File: src/dlr_pkg.sv
package dlr_pkg;

	localparam int LEASE_SLOTS = 4;
	localparam int SLOT_IW     = (LEASE_SLOTS > 1) ? $clog2(LEASE_SLOTS) : 1;

	localparam int CFG_IDX_W  = 1;
	localparam int CFG_DATA_W = 32;

	localparam logic [CFG_IDX_W-1:0] CFG_SERVER_ADDRESS = 1'd0;
	localparam logic [CFG_IDX_W-1:0] CFG_POOL_BASE      = 1'd1;

	localparam logic [31:0] SERVER_RESET  = 32'hC0A8_0100;
	localparam logic [31:0] POOL_RESET    = 32'hC0A8_0101;
	localparam logic [31:0] PROBE_ADDRESS = 32'hC0A8_0101;

	localparam logic [7:0] KIND_DISCOVER = 8'd1;
	localparam logic [7:0] KIND_REQUEST  = 8'd3;

	localparam logic [1:0] REPLY_OFFER = 2'd0;
	localparam logic [1:0] REPLY_ACK   = 2'd1;
	localparam logic [1:0] REPLY_NAK   = 2'd2;

	// Controller to datapath.
	typedef struct packed {
		logic load;    // capture the incoming word, restart the scan
		logic rd;      // read table entry at the scan pointer
		logic cmp;     // compare the entry just read, advance pointer
		logic commit;  // decide the reply, update table, load output
	} cmd_t;

	// Datapath to controller.
	typedef struct packed {
		logic needs_scan;
		logic scan_last;
		logic out_free;
	} stat_t;

endpackage

File: src/dlr_if.sv
interface dlr_msg_if;
	logic        valid;
	logic        ready;
	logic [7:0]  msg_kind;
	logic [63:0] hw_addr_high;
	logic [63:0] hw_addr_low;
	logic        has_sid;
	logic [31:0] sid_value;
	logic        has_req_ip;
	logic [31:0] req_ip_value;
	logic        probe_mode;

	modport source (
		output valid, msg_kind, hw_addr_high, hw_addr_low, has_sid, sid_value,
		       has_req_ip, req_ip_value, probe_mode,
		input  ready
	);
	modport sink (
		input  valid, msg_kind, hw_addr_high, hw_addr_low, has_sid, sid_value,
		       has_req_ip, req_ip_value, probe_mode,
		output ready
	);
endinterface

interface dlr_reply_if;
	logic        valid;
	logic        ready;
	logic [1:0]  reply_kind;
	logic [31:0] client_address;
	logic        lease_time_included;

	modport source (
		output valid, reply_kind, client_address, lease_time_included,
		input  ready
	);
	modport sink (
		input  valid, reply_kind, client_address, lease_time_included,
		output ready
	);
endinterface

File: src/dlr_ctrl.sv
module dlr_ctrl (
	input  logic          clk,
	input  logic          arst_n,
	input  logic          in_valid,
	output logic          in_ready,
	input  dlr_pkg::stat_t stat,
	output dlr_pkg::cmd_t  cmd
);
	import dlr_pkg::*;

	typedef enum logic [2:0] {
		S_IDLE,
		S_DECIDE,
		S_READ,
		S_COMPARE,
		S_COMMIT
	} state_t;

	state_t state_q;

	always_ff @(posedge clk or negedge arst_n) begin
		if (!arst_n) begin
			state_q <= S_IDLE;
		end else begin
			case (state_q)
				S_IDLE: begin
					if (in_valid) state_q <= S_DECIDE;
				end
				S_DECIDE: begin
					state_q <= stat.needs_scan ? S_READ : S_COMMIT;
				end
				S_READ: begin
					state_q <= S_COMPARE;
				end
				S_COMPARE: begin
					state_q <= stat.scan_last ? S_COMMIT : S_READ;
				end
				S_COMMIT: begin
					if (stat.out_free) state_q <= S_IDLE;
				end
				default: begin
					state_q <= S_IDLE;
				end
			endcase
		end
	end

	assign in_ready = (state_q == S_IDLE);

	always_comb begin
		cmd        = '0;
		cmd.load   = (state_q == S_IDLE) && in_valid;
		cmd.rd     = (state_q == S_READ);
		cmd.cmp    = (state_q == S_COMPARE);
		cmd.commit = (state_q == S_COMMIT) && stat.out_free;
	end

endmodule

File: src/dlr_datapath.sv
module dlr_datapath (
	input  logic                           clk,
	input  logic                           arst_n,
	// configuration
	input  logic                           cfg_we,
	input  logic [dlr_pkg::CFG_IDX_W-1:0]  cfg_index,
	input  logic [dlr_pkg::CFG_DATA_W-1:0] cfg_data,
	// message payload
	input  logic [7:0]                     msg_kind,
	input  logic [63:0]                    hw_addr_high,
	input  logic [63:0]                    hw_addr_low,
	input  logic                           has_sid,
	input  logic [31:0]                    sid_value,
	input  logic                           has_req_ip,
	input  logic [31:0]                    req_ip_value,
	input  logic                           probe_mode,
	// reply
	output logic                           out_valid,
	input  logic                           out_ready,
	output logic [1:0]                     reply_kind,
	output logic [31:0]                    client_address,
	output logic                           lease_time_included,
	// control
	input  dlr_pkg::cmd_t                  cmd,
	output dlr_pkg::stat_t                 stat
);
	import dlr_pkg::*;

	logic [31:0] server_q;
	logic [31:0] pool_q;

	// captured message
	logic [7:0]   kind_q;
	logic [127:0] hw_q;
	logic         has_sid_q;
	logic [31:0]  sid_q;
	logic         has_req_q;
	logic [31:0]  req_q;
	logic         probe_q;

	// lease table: used flags in flops, addresses in memory
	logic [LEASE_SLOTS-1:0] used_q;
	logic [127:0]           table_mem [LEASE_SLOTS];
	logic [127:0]           rd_data_q;

	logic [SLOT_IW-1:0] cnt_q;
	logic               match_q;
	logic [SLOT_IW-1:0] match_idx_q;
	logic               free_q;
	logic [SLOT_IW-1:0] free_idx_q;

	logic         out_valid_q;
	logic [1:0]   reply_kind_q;
	logic [31:0]  client_address_q;

	logic               is_disc;
	logic               is_req;
	logic               hit;
	logic [SLOT_IW-1:0] slot_sel;
	logic [31:0]        slot_ip;
	logic               req_ok;
	logic               do_alloc;
	logic [1:0]         next_kind;
	logic [31:0]        next_addr;

	always_ff @(posedge clk or negedge arst_n) begin
		if (!arst_n) begin
			server_q <= SERVER_RESET;
			pool_q   <= POOL_RESET;
		end else if (cfg_we) begin
			case (cfg_index)
				CFG_SERVER_ADDRESS: server_q <= cfg_data[31:0];
				CFG_POOL_BASE:      pool_q   <= cfg_data[31:0];
				default: ;
			endcase
		end
	end

	always_ff @(posedge clk) begin
		if (cmd.load) begin
			kind_q    <= msg_kind;
			hw_q      <= {hw_addr_high, hw_addr_low};
			has_sid_q <= has_sid;
			sid_q     <= sid_value;
			has_req_q <= has_req_ip;
			req_q     <= req_ip_value;
			probe_q   <= probe_mode;
		end
	end

	assign is_disc = (kind_q == KIND_DISCOVER);
	assign is_req  = (kind_q == KIND_REQUEST);
	assign hit     = used_q[cnt_q] && (rd_data_q == hw_q);

	// scan pointer and first-match / first-free trackers
	always_ff @(posedge clk or negedge arst_n) begin
		if (!arst_n) begin
			cnt_q       <= '0;
			match_q     <= 1'b0;
			match_idx_q <= '0;
			free_q      <= 1'b0;
			free_idx_q  <= '0;
		end else if (cmd.load) begin
			cnt_q   <= '0;
			match_q <= 1'b0;
			free_q  <= 1'b0;
		end else if (cmd.cmp) begin
			cnt_q <= cnt_q + SLOT_IW'(1);
			if (hit && !match_q) begin
				match_q     <= 1'b1;
				match_idx_q <= cnt_q;
			end
			if (!used_q[cnt_q] && !free_q) begin
				free_q     <= 1'b1;
				free_idx_q <= cnt_q;
			end
		end
	end

	assign slot_sel = match_q ? match_idx_q : free_idx_q;
	assign slot_ip  = pool_q + 32'(slot_sel);
	assign req_ok   = has_sid_q && has_req_q && (sid_q == server_q) && match_q &&
	                  (req_q == slot_ip);
	assign do_alloc = !probe_q && is_disc && !match_q && free_q;

	always_comb begin
		next_kind = REPLY_NAK;
		next_addr = '0;
		if (probe_q) begin
			if (is_disc)     next_kind = REPLY_OFFER;
			else if (is_req) next_kind = REPLY_ACK;
			next_addr = PROBE_ADDRESS;
		end else if (is_disc) begin
			if (match_q || free_q) begin
				next_kind = REPLY_OFFER;
				next_addr = slot_ip;
			end
		end else if (is_req) begin
			if (req_ok) begin
				next_kind = REPLY_ACK;
				next_addr = slot_ip;
			end
		end
	end

	always_ff @(posedge clk or negedge arst_n) begin
		if (!arst_n) begin
			used_q <= '0;
		end else if (cmd.commit && do_alloc) begin
			used_q[free_idx_q] <= 1'b1;
		end
	end

	always_ff @(posedge clk) begin
		if (cmd.commit && do_alloc) table_mem[free_idx_q] <= hw_q;
		if (cmd.rd) rd_data_q <= table_mem[cnt_q];
	end

	always_ff @(posedge clk or negedge arst_n) begin
		if (!arst_n) begin
			out_valid_q <= 1'b0;
		end else if (cmd.commit) begin
			out_valid_q <= 1'b1;
		end else if (out_ready) begin
			out_valid_q <= 1'b0;
		end
	end

	always_ff @(posedge clk) begin
		if (cmd.commit) begin
			reply_kind_q     <= next_kind;
			client_address_q <= next_addr;
		end
	end

	assign out_valid           = out_valid_q;
	assign reply_kind          = reply_kind_q;
	assign client_address      = client_address_q;
	assign lease_time_included = (reply_kind_q != REPLY_NAK);

	assign stat.needs_scan = !probe_q && (is_disc || is_req);
	assign stat.scan_last  = (cnt_q == SLOT_IW'(LEASE_SLOTS - 1));
	assign stat.out_free   = !out_valid_q || out_ready;

endmodule

File: src/dhcp_lease_responder.sv
// Sequence: each word is captured; discover and request then scan the lease table slot by slot
//   (read, then compare) before the reply commits; probe and unsupported words skip the scan.
// Flow: one word in flight at a time; the next word is taken while the reply waits.
// Reset (arst_n low, asynchronous): lease table emptied at once through its used flags,
//   registers return to 192.168.1.0 / 192.168.1.1, no reply pending.
module dhcp_lease_responder (
	input  logic                           clk,
	input  logic                           arst_n,
	input  logic                           cfg_we,
	input  logic [dlr_pkg::CFG_IDX_W-1:0]  cfg_index,
	input  logic [dlr_pkg::CFG_DATA_W-1:0] cfg_data,
	dlr_msg_if.sink                        msg,
	dlr_reply_if.source                    reply
);
	import dlr_pkg::*;

	// Controller sequences each word: capture, decide whether the table must be
	// searched, walk the slots (read then compare), then commit the reply and
	// any new lease together.
	cmd_t  cmd;
	stat_t stat;
	logic  in_ready;

	dlr_ctrl u_ctrl (
		.clk      (clk),
		.arst_n   (arst_n),
		.in_valid (msg.valid),
		.in_ready (in_ready),
		.stat     (stat),
		.cmd      (cmd)
	);

	// Ready only while the controller is idle: one word in flight at a time.
	assign msg.ready = in_ready;

	// Datapath holds the config registers, the lease table memory with its
	// used flags, the scan trackers and the output register.
	dlr_datapath u_dp (
		.clk                 (clk),
		.arst_n              (arst_n),
		.cfg_we              (cfg_we),
		.cfg_index           (cfg_index),
		.cfg_data            (cfg_data),
		.msg_kind            (msg.msg_kind),
		.hw_addr_high        (msg.hw_addr_high),
		.hw_addr_low         (msg.hw_addr_low),
		.has_sid             (msg.has_sid),
		.sid_value           (msg.sid_value),
		.has_req_ip          (msg.has_req_ip),
		.req_ip_value        (msg.req_ip_value),
		.probe_mode          (msg.probe_mode),
		.out_valid           (reply.valid),
		.out_ready           (reply.ready),
		.reply_kind          (reply.reply_kind),
		.client_address      (reply.client_address),
		.lease_time_included (reply.lease_time_included),
		.cmd                 (cmd),
		.stat                (stat)
	);

endmodule

File: src/flat_wrapper.sv
// flat-port wrapper written by rule: the top's interface ports become plain ports
module dhcp_lease_responder_flat import dlr_pkg::*;
  (clk, arst_n, cfg_we, cfg_index, cfg_data, msg_valid, msg_msg_kind, msg_hw_addr_high, msg_hw_addr_low, msg_has_sid, msg_sid_value, msg_has_req_ip, msg_req_ip_value, msg_probe_mode, msg_ready, reply_valid, reply_reply_kind, reply_client_address, reply_lease_time_included, reply_ready);
  dlr_msg_if msg_i ();
  dlr_reply_if reply_i ();
  input  logic clk;
  input  logic arst_n;
  input  logic cfg_we;
  input  logic [dlr_pkg::CFG_IDX_W-1:0] cfg_index;
  input  logic [dlr_pkg::CFG_DATA_W-1:0] cfg_data;
  input wire logic [$bits(msg_i.valid)-1:0] msg_valid;
  input wire logic [$bits(msg_i.msg_kind)-1:0] msg_msg_kind;
  input wire logic [$bits(msg_i.hw_addr_high)-1:0] msg_hw_addr_high;
  input wire logic [$bits(msg_i.hw_addr_low)-1:0] msg_hw_addr_low;
  input wire logic [$bits(msg_i.has_sid)-1:0] msg_has_sid;
  input wire logic [$bits(msg_i.sid_value)-1:0] msg_sid_value;
  input wire logic [$bits(msg_i.has_req_ip)-1:0] msg_has_req_ip;
  input wire logic [$bits(msg_i.req_ip_value)-1:0] msg_req_ip_value;
  input wire logic [$bits(msg_i.probe_mode)-1:0] msg_probe_mode;
  output wire logic [$bits(msg_i.ready)-1:0] msg_ready;
  output wire logic [$bits(reply_i.valid)-1:0] reply_valid;
  output wire logic [$bits(reply_i.reply_kind)-1:0] reply_reply_kind;
  output wire logic [$bits(reply_i.client_address)-1:0] reply_client_address;
  output wire logic [$bits(reply_i.lease_time_included)-1:0] reply_lease_time_included;
  input wire logic [$bits(reply_i.ready)-1:0] reply_ready;
  assign msg_i.valid = msg_valid;
  assign msg_i.msg_kind = msg_msg_kind;
  assign msg_i.hw_addr_high = msg_hw_addr_high;
  assign msg_i.hw_addr_low = msg_hw_addr_low;
  assign msg_i.has_sid = msg_has_sid;
  assign msg_i.sid_value = msg_sid_value;
  assign msg_i.has_req_ip = msg_has_req_ip;
  assign msg_i.req_ip_value = msg_req_ip_value;
  assign msg_i.probe_mode = msg_probe_mode;
  assign msg_ready = msg_i.ready;
  assign reply_valid = reply_i.valid;
  assign reply_reply_kind = reply_i.reply_kind;
  assign reply_client_address = reply_i.client_address;
  assign reply_lease_time_included = reply_i.lease_time_included;
  assign reply_i.ready = reply_ready;
  dhcp_lease_responder u_core (.clk(clk), .arst_n(arst_n), .cfg_we(cfg_we), .cfg_index(cfg_index), .cfg_data(cfg_data), .msg(msg_i), .reply(reply_i));
endmodule
File: config.mk
export PLATFORM = sky130hd
export DESIGN_NAME = dhcp_lease_responder_flat
export DESIGN_NICKNAME = d
export VERILOG_FILES = /design/src/dlr_pkg.sv /design/src/dlr_if.sv /design/src/dlr_ctrl.sv /design/src/dlr_datapath.sv /design/src/dhcp_lease_responder.sv /design/src/flat_wrapper.sv
export SDC_FILE = /design/constraint.sdc
export NUM_CORES = 1
export LEC_CHECK = 0
export BUFFER_PORTS_ARGS = -buffer_cell sky130_fd_sc_hd__buf_2
export CAP_MARGIN = 5
export CORE_MARGIN = 2
export CORE_UTILIZATION = 28
export CTS_BUF_LIST = sky130_fd_sc_hd__clkbuf_2 sky130_fd_sc_hd__clkbuf_4 sky130_fd_sc_hd__clkbuf_8
export DETAILED_ROUTE_END_ITERATION = 10
export PLACE_DENSITY = 0.42
export SKIP_LAST_GASP = 1
export SYNTH_ARGS = -nofsm -noshare
export SYNTH_HDL_FRONTEND = slang
export SYNTH_HIERARCHICAL = 1
export SYNTH_SLANG_ARGS = --single-unit
File: constraint.sdc
create_clock -name clk -period 22.6 [get_ports clk]
set_input_delay 4.52 -clock clk [delete_from_list [all_inputs] [get_ports clk]]
set_output_delay 4.52 -clock clk [all_outputs]
set_load 0.05 [all_outputs]
==> flow_metrics.py <==
metrics = {
    "global_routing": {
        "overflow": 0,
        "antenna_found_initial": 16,
        "grt_start_max_net_pins": 129,
        "grt_pass1_wl_um": 131000,
        "grt_pass1_vias": 19946,
        "grt_use_total_pct": 13.5,
    },
    "detailed_routing": {
        "vias_per_cell": 4.46,
        "wire_per_inst_um": 22.1,
        "firstDrtPassIters": 7,
        "drtIter0Drc": 1271,
        "drt-total-wl_um": 90200,
        "postRouteAntennaNets": 0,
        "vias": 18248,
        "drc": 0,
    },
    "setup_path": {
        "crit_path_cell_trace": "buf_2, nand2b_1, and4bb_2, buf_4, nand2_1, nor4_1, nand2_1, nor2_4, buf_4, buf_4",
        "slowest_stage": "buf_4",
        "worstSetupStartpointType": "input port",
        "required_ps": 23050,
        "arrival_ps": 8970,
        "worst-setup-path-type": "in2reg",
        "critPathMaxFanout": 65,
        "r2r_slack_ps": 17390,
        "crit_top_cell": "buf_4",
        "cp-end-kind": "flop",
        "slowest_delay_ps": 930,
    },
    "die": {
        "start_util_pct": 28.2,
        "core.rowCount": 132,
        "core_um2": 130000,
        "die_h_um": 366,
        "ios": 278,
        "die_x_um": 366,
        "die_area_um2": 134000,
    },
    "power": {
        "p_int_mw": 3.07,
        "seq_power_share_pct": 53.4,
        "p_clk_share_pct": 39.9,
        "p_leak_nw": 14.2,
        "power_density_nw_per_um2": 93.7,
        "vdd_ir_drop_max_uv": 47.6,
        "sw_frac_of_total_pct": 24.8,
        "comb_power_share_pct": 6.7,
        "p_sw_mw": 1.01,
    },
    "cts": {
        "cts.clk_slew.worst_paths_ps": 50,
        "cts_setup_buffers": 0,
        "post_cts_resized": 0,
        "cts_tree": "done",
        "clockBufferDepth": 3,
        "clock_latency_ps": 870,
        "htree_num_levels": 4,
        "cts_sinks": 957,
        "numCtsBuffers": 171,
        "hold_buffers": 0,
        "cts_root_buf": "clkbuf_8",
    },
    "run_status": {
        "status": "completed",
    },
    "synth": {
        "yosys.area_share.simple_pct": 4.65,
        "yosys-mux-area-fraction_pct": 10.2,
        "async_flop_share_pct": 8.36,
        "synth_top_family_by_area": "multiplexers",
        "ys_seq_elements": 957,
        "yosys_warnings": 6,
        "ys_seq_area_share_pct": 77.5,
        "synthFlopType": "edfxtp_1",
        "synth-edff-count": 877,
        "synth_adder_area_share_pct": 0.157,
        "netlist-cell-type-count": 79,
        "syn_area_per_cell_um2": 20.5,
        "syn_area_um2": 36600,
        "postSynthCellCount": 1787,
        "synth_compound_area_share_pct": 1.71,
        "synth_fp_nets": 2032,
        "synthXorXnorAreaFrac_pct": 4.82,
    },
    "sta": {
        "worst_clock_skew_ps": 64.1,
        "setup_viol": 0,
        "final_hold_viol_count": 0,
        "holdWs_ps": 468,
        "min_period_ps": 8520,
        "fin_tns_setup_ps": 0,
        "worstMarginPinSlew_ps": 1170,
        "maxSlewViolCount": 0,
        "max_freq_mhz": 117,
        "timing.final.crit_share_pct": 37.7,
        "rsz0062_at_grt": "false",
        "maxSlewHeadroom_pct": 22.3,
    },
    "layout": {
        "drive_above_1_share_pct": 36.8,
        "fin_nets": 2446,
        "area.growth.synth_to_final_pct": 19.2,
    },
    "place": {
        "port_buffers": 277,
        "place.gp.congestion": 0.841,
        "place_hpwl_um": 56100,
    },
    "run": {
        "drv_cap": 0,
    },
    "hold_path": {
        "min_path_type": "reg2reg",
    },
}
## critical path: cells and delay by family
kind                   cells  cell delay, ps
and+or+nand+nor            6            2170
buffers and inverters      4            2200
## Yosys cell counts, types with 4 or more instances
| cell type | instances | area [µm²] |
|---|---|---|
| edfxtp_1 | 877 | 26300 |
| buf_4 | 4 | 30.0 |
| and2_1 | 4 | 25.0 |
| nor3b_1 | 6 | 45.0 |
| o2111ai_1 | 4 | 35.0 |
| mux2i_1 | 4 | 40.0 |
| nand2_1 | 28 | 105 |
| inv_1 | 24 | 90.1 |
| nand4_1 | 45 | 282 |
| or2_2 | 5 | 31.3 |
| mux2_2 | 69 | 777 |
| nand3_1 | 21 | 105 |
| and4_1 | 4 | 35.0 |
| o31ai_1 | 5 | 37.5 |
| mux4_2 | 129 | 2910 |
| o21ai_0 | 9 | 45.0 |
| nand3b_1 | 4 | 30.0 |
| dfrtp_1 | 67 | 1680 |
| and3_1 | 10 | 62.6 |
| dfstp_2 | 13 | 342 |
| buf_2 | 8 | 40.0 |
| xor2_1 | 68 | 596 |
| nor2b_1 | 4 | 25.0 |
| a21oi_1 | 12 | 60.1 |
| nor2_1 | 28 | 105 |
| nor3_1 | 14 | 70.1 |
| nor3_2 | 23 | 230 |
| nor4_1 | 28 | 175 |
| xnor2_1 | 131 | 1150 |
| nor4b_1 | 4 | 35.0 |
| buf_1 | 19 | 71.3 |
| o21bai_2 | 7 | 78.8 |
| clkbuf_1 | 27 | 101 |
| o22ai_1 | 4 | 25.0 |
| nand2b_1 | 6 | 37.5 |
## path summary, 6_finish.rpt
kind / startpoint / endpoint / cells after the start
worst max register to register: u_core/u_dp/match_q / u_core/u_dp/client_address[26] / 14
min in group asynchronous: arst_n / u_core/u_dp/server_q[14] / 1
worst max-delay path: reply_ready / u_core/u_dp/table_mem[1][61] / 10
worst min register to register: u_core/u_dp/used_q[2] / u_core/u_dp/used_q[2] / 1
max in group asynchronous: arst_n / u_core/u_dp/cnt_q[0] / 2
worst min-delay path: u_core/u_dp/used_q[2] / u_core/u_dp/used_q[2] / 1
## power by group through the flow
| stage | clock network [mW] | logic (mW) | registers (mW) |
|---|---|---|---|
| floorplan | 0 | 0.155 | 2.22 |
| global placement | 0 | 0.279 | 2.21 |
| detailed placement | 0 | 0.282 | 2.22 |
| CTS | 1.70 | 0.283 | 2.18 |
| global route | 1.78 | 0.301 | 2.20 |
| finish | 1.63 | 0.276 | 2.18 |
## routing by layer
layer	part of all wire (%)	vias up	global-route usage [%]
met5	0.028	-	0
met4	2.8	4	4.81
met3	5.8	171	3.65
met2	47	564	21.5
met1	44	9443	17.8
li1	-	8066	-
## registers in the layout (all words and copies together), names as in the netlist, 3 cells and up
| signal | count |
|---|---|
| u_core/u_dp/hw_q | 128 |
| u_core/u_dp/pool_q | 32 |
| u_core/u_dp/used_q | 4 |
| u_core/u_dp/req_q | 32 |
| u_core/u_ctrl/state_q | 3 |
| u_core/u_dp/rd_data_q | 128 |
| u_core/u_dp/sid_q | 32 |
| u_core/u_dp/server_q | 32 |
| u_core/u_dp/kind_q | 8 |
| u_core/u_dp/table_mem | 512 |
| u_core/u_dp/client_address | 32 |
## layout make-up
| type | count | area (µm²) |
|---|---|---|
| antenna | 5 | 12.5 |
| fill | 12385 | 86000 |
| inverter | 24 | 90.1 |
| multi-input combinational | 745 | 7910 |
| clock inverter | 59 | 434 |
| tap | 1742 | 2180 |
| timing repair buffer | 302 | 1590 |
| clock buffer | 257 | 3040 |
| sequential | 957 | 28400 |
## per-stage QoR
step / instance area (µm²) / worst slack, ps / cells / total power, mW / utilization [%]
after floorplan: 36600 / 10730 / 1787 / 2.37 / -
after global placement: 40100 / 13160 / 3770 / 2.49 / 31.0
after detailed placement: 40100 / 13160 / 3770 / 2.50 / 31.0
after CTS: 43600 / 14130 / 4086 / 4.16 / 33.6
after global routing: 43600 / 13920 / 4089 / 4.27 / 33.6
final: 43600 / 14080 / 4091 / 4.09 / 33.6
## cells in the final DEF, fill, tap and decap left out, types with 30 or more instances in the layout
| master | instances |
|---|---|
| edfxtp_1 | 877 |
| buf_2 | 276 |
| clkbuf_8 | 177 |
| xnor2_1 | 131 |
| mux4_2 | 129 |
| clkbuf_4 | 80 |
| mux2_2 | 69 |
| xor2_1 | 68 |
| dfrtp_1 | 65 |
| nand4_1 | 45 |
| clkinv_1 | 30 |
## kinds of logic (layout without fill, tap and decap cells)
logic type      count (synthesis)  count (layout)
other cells                     0               5
flops                         957             957
buf+inv                        85             642
simple gates                  260             260
mux                           202             202
compound gates                 79              79
xor+xnor                      200             200
fa+ha+maj                       4               4
Note: power is estimated with default switching activity, not from simulation.
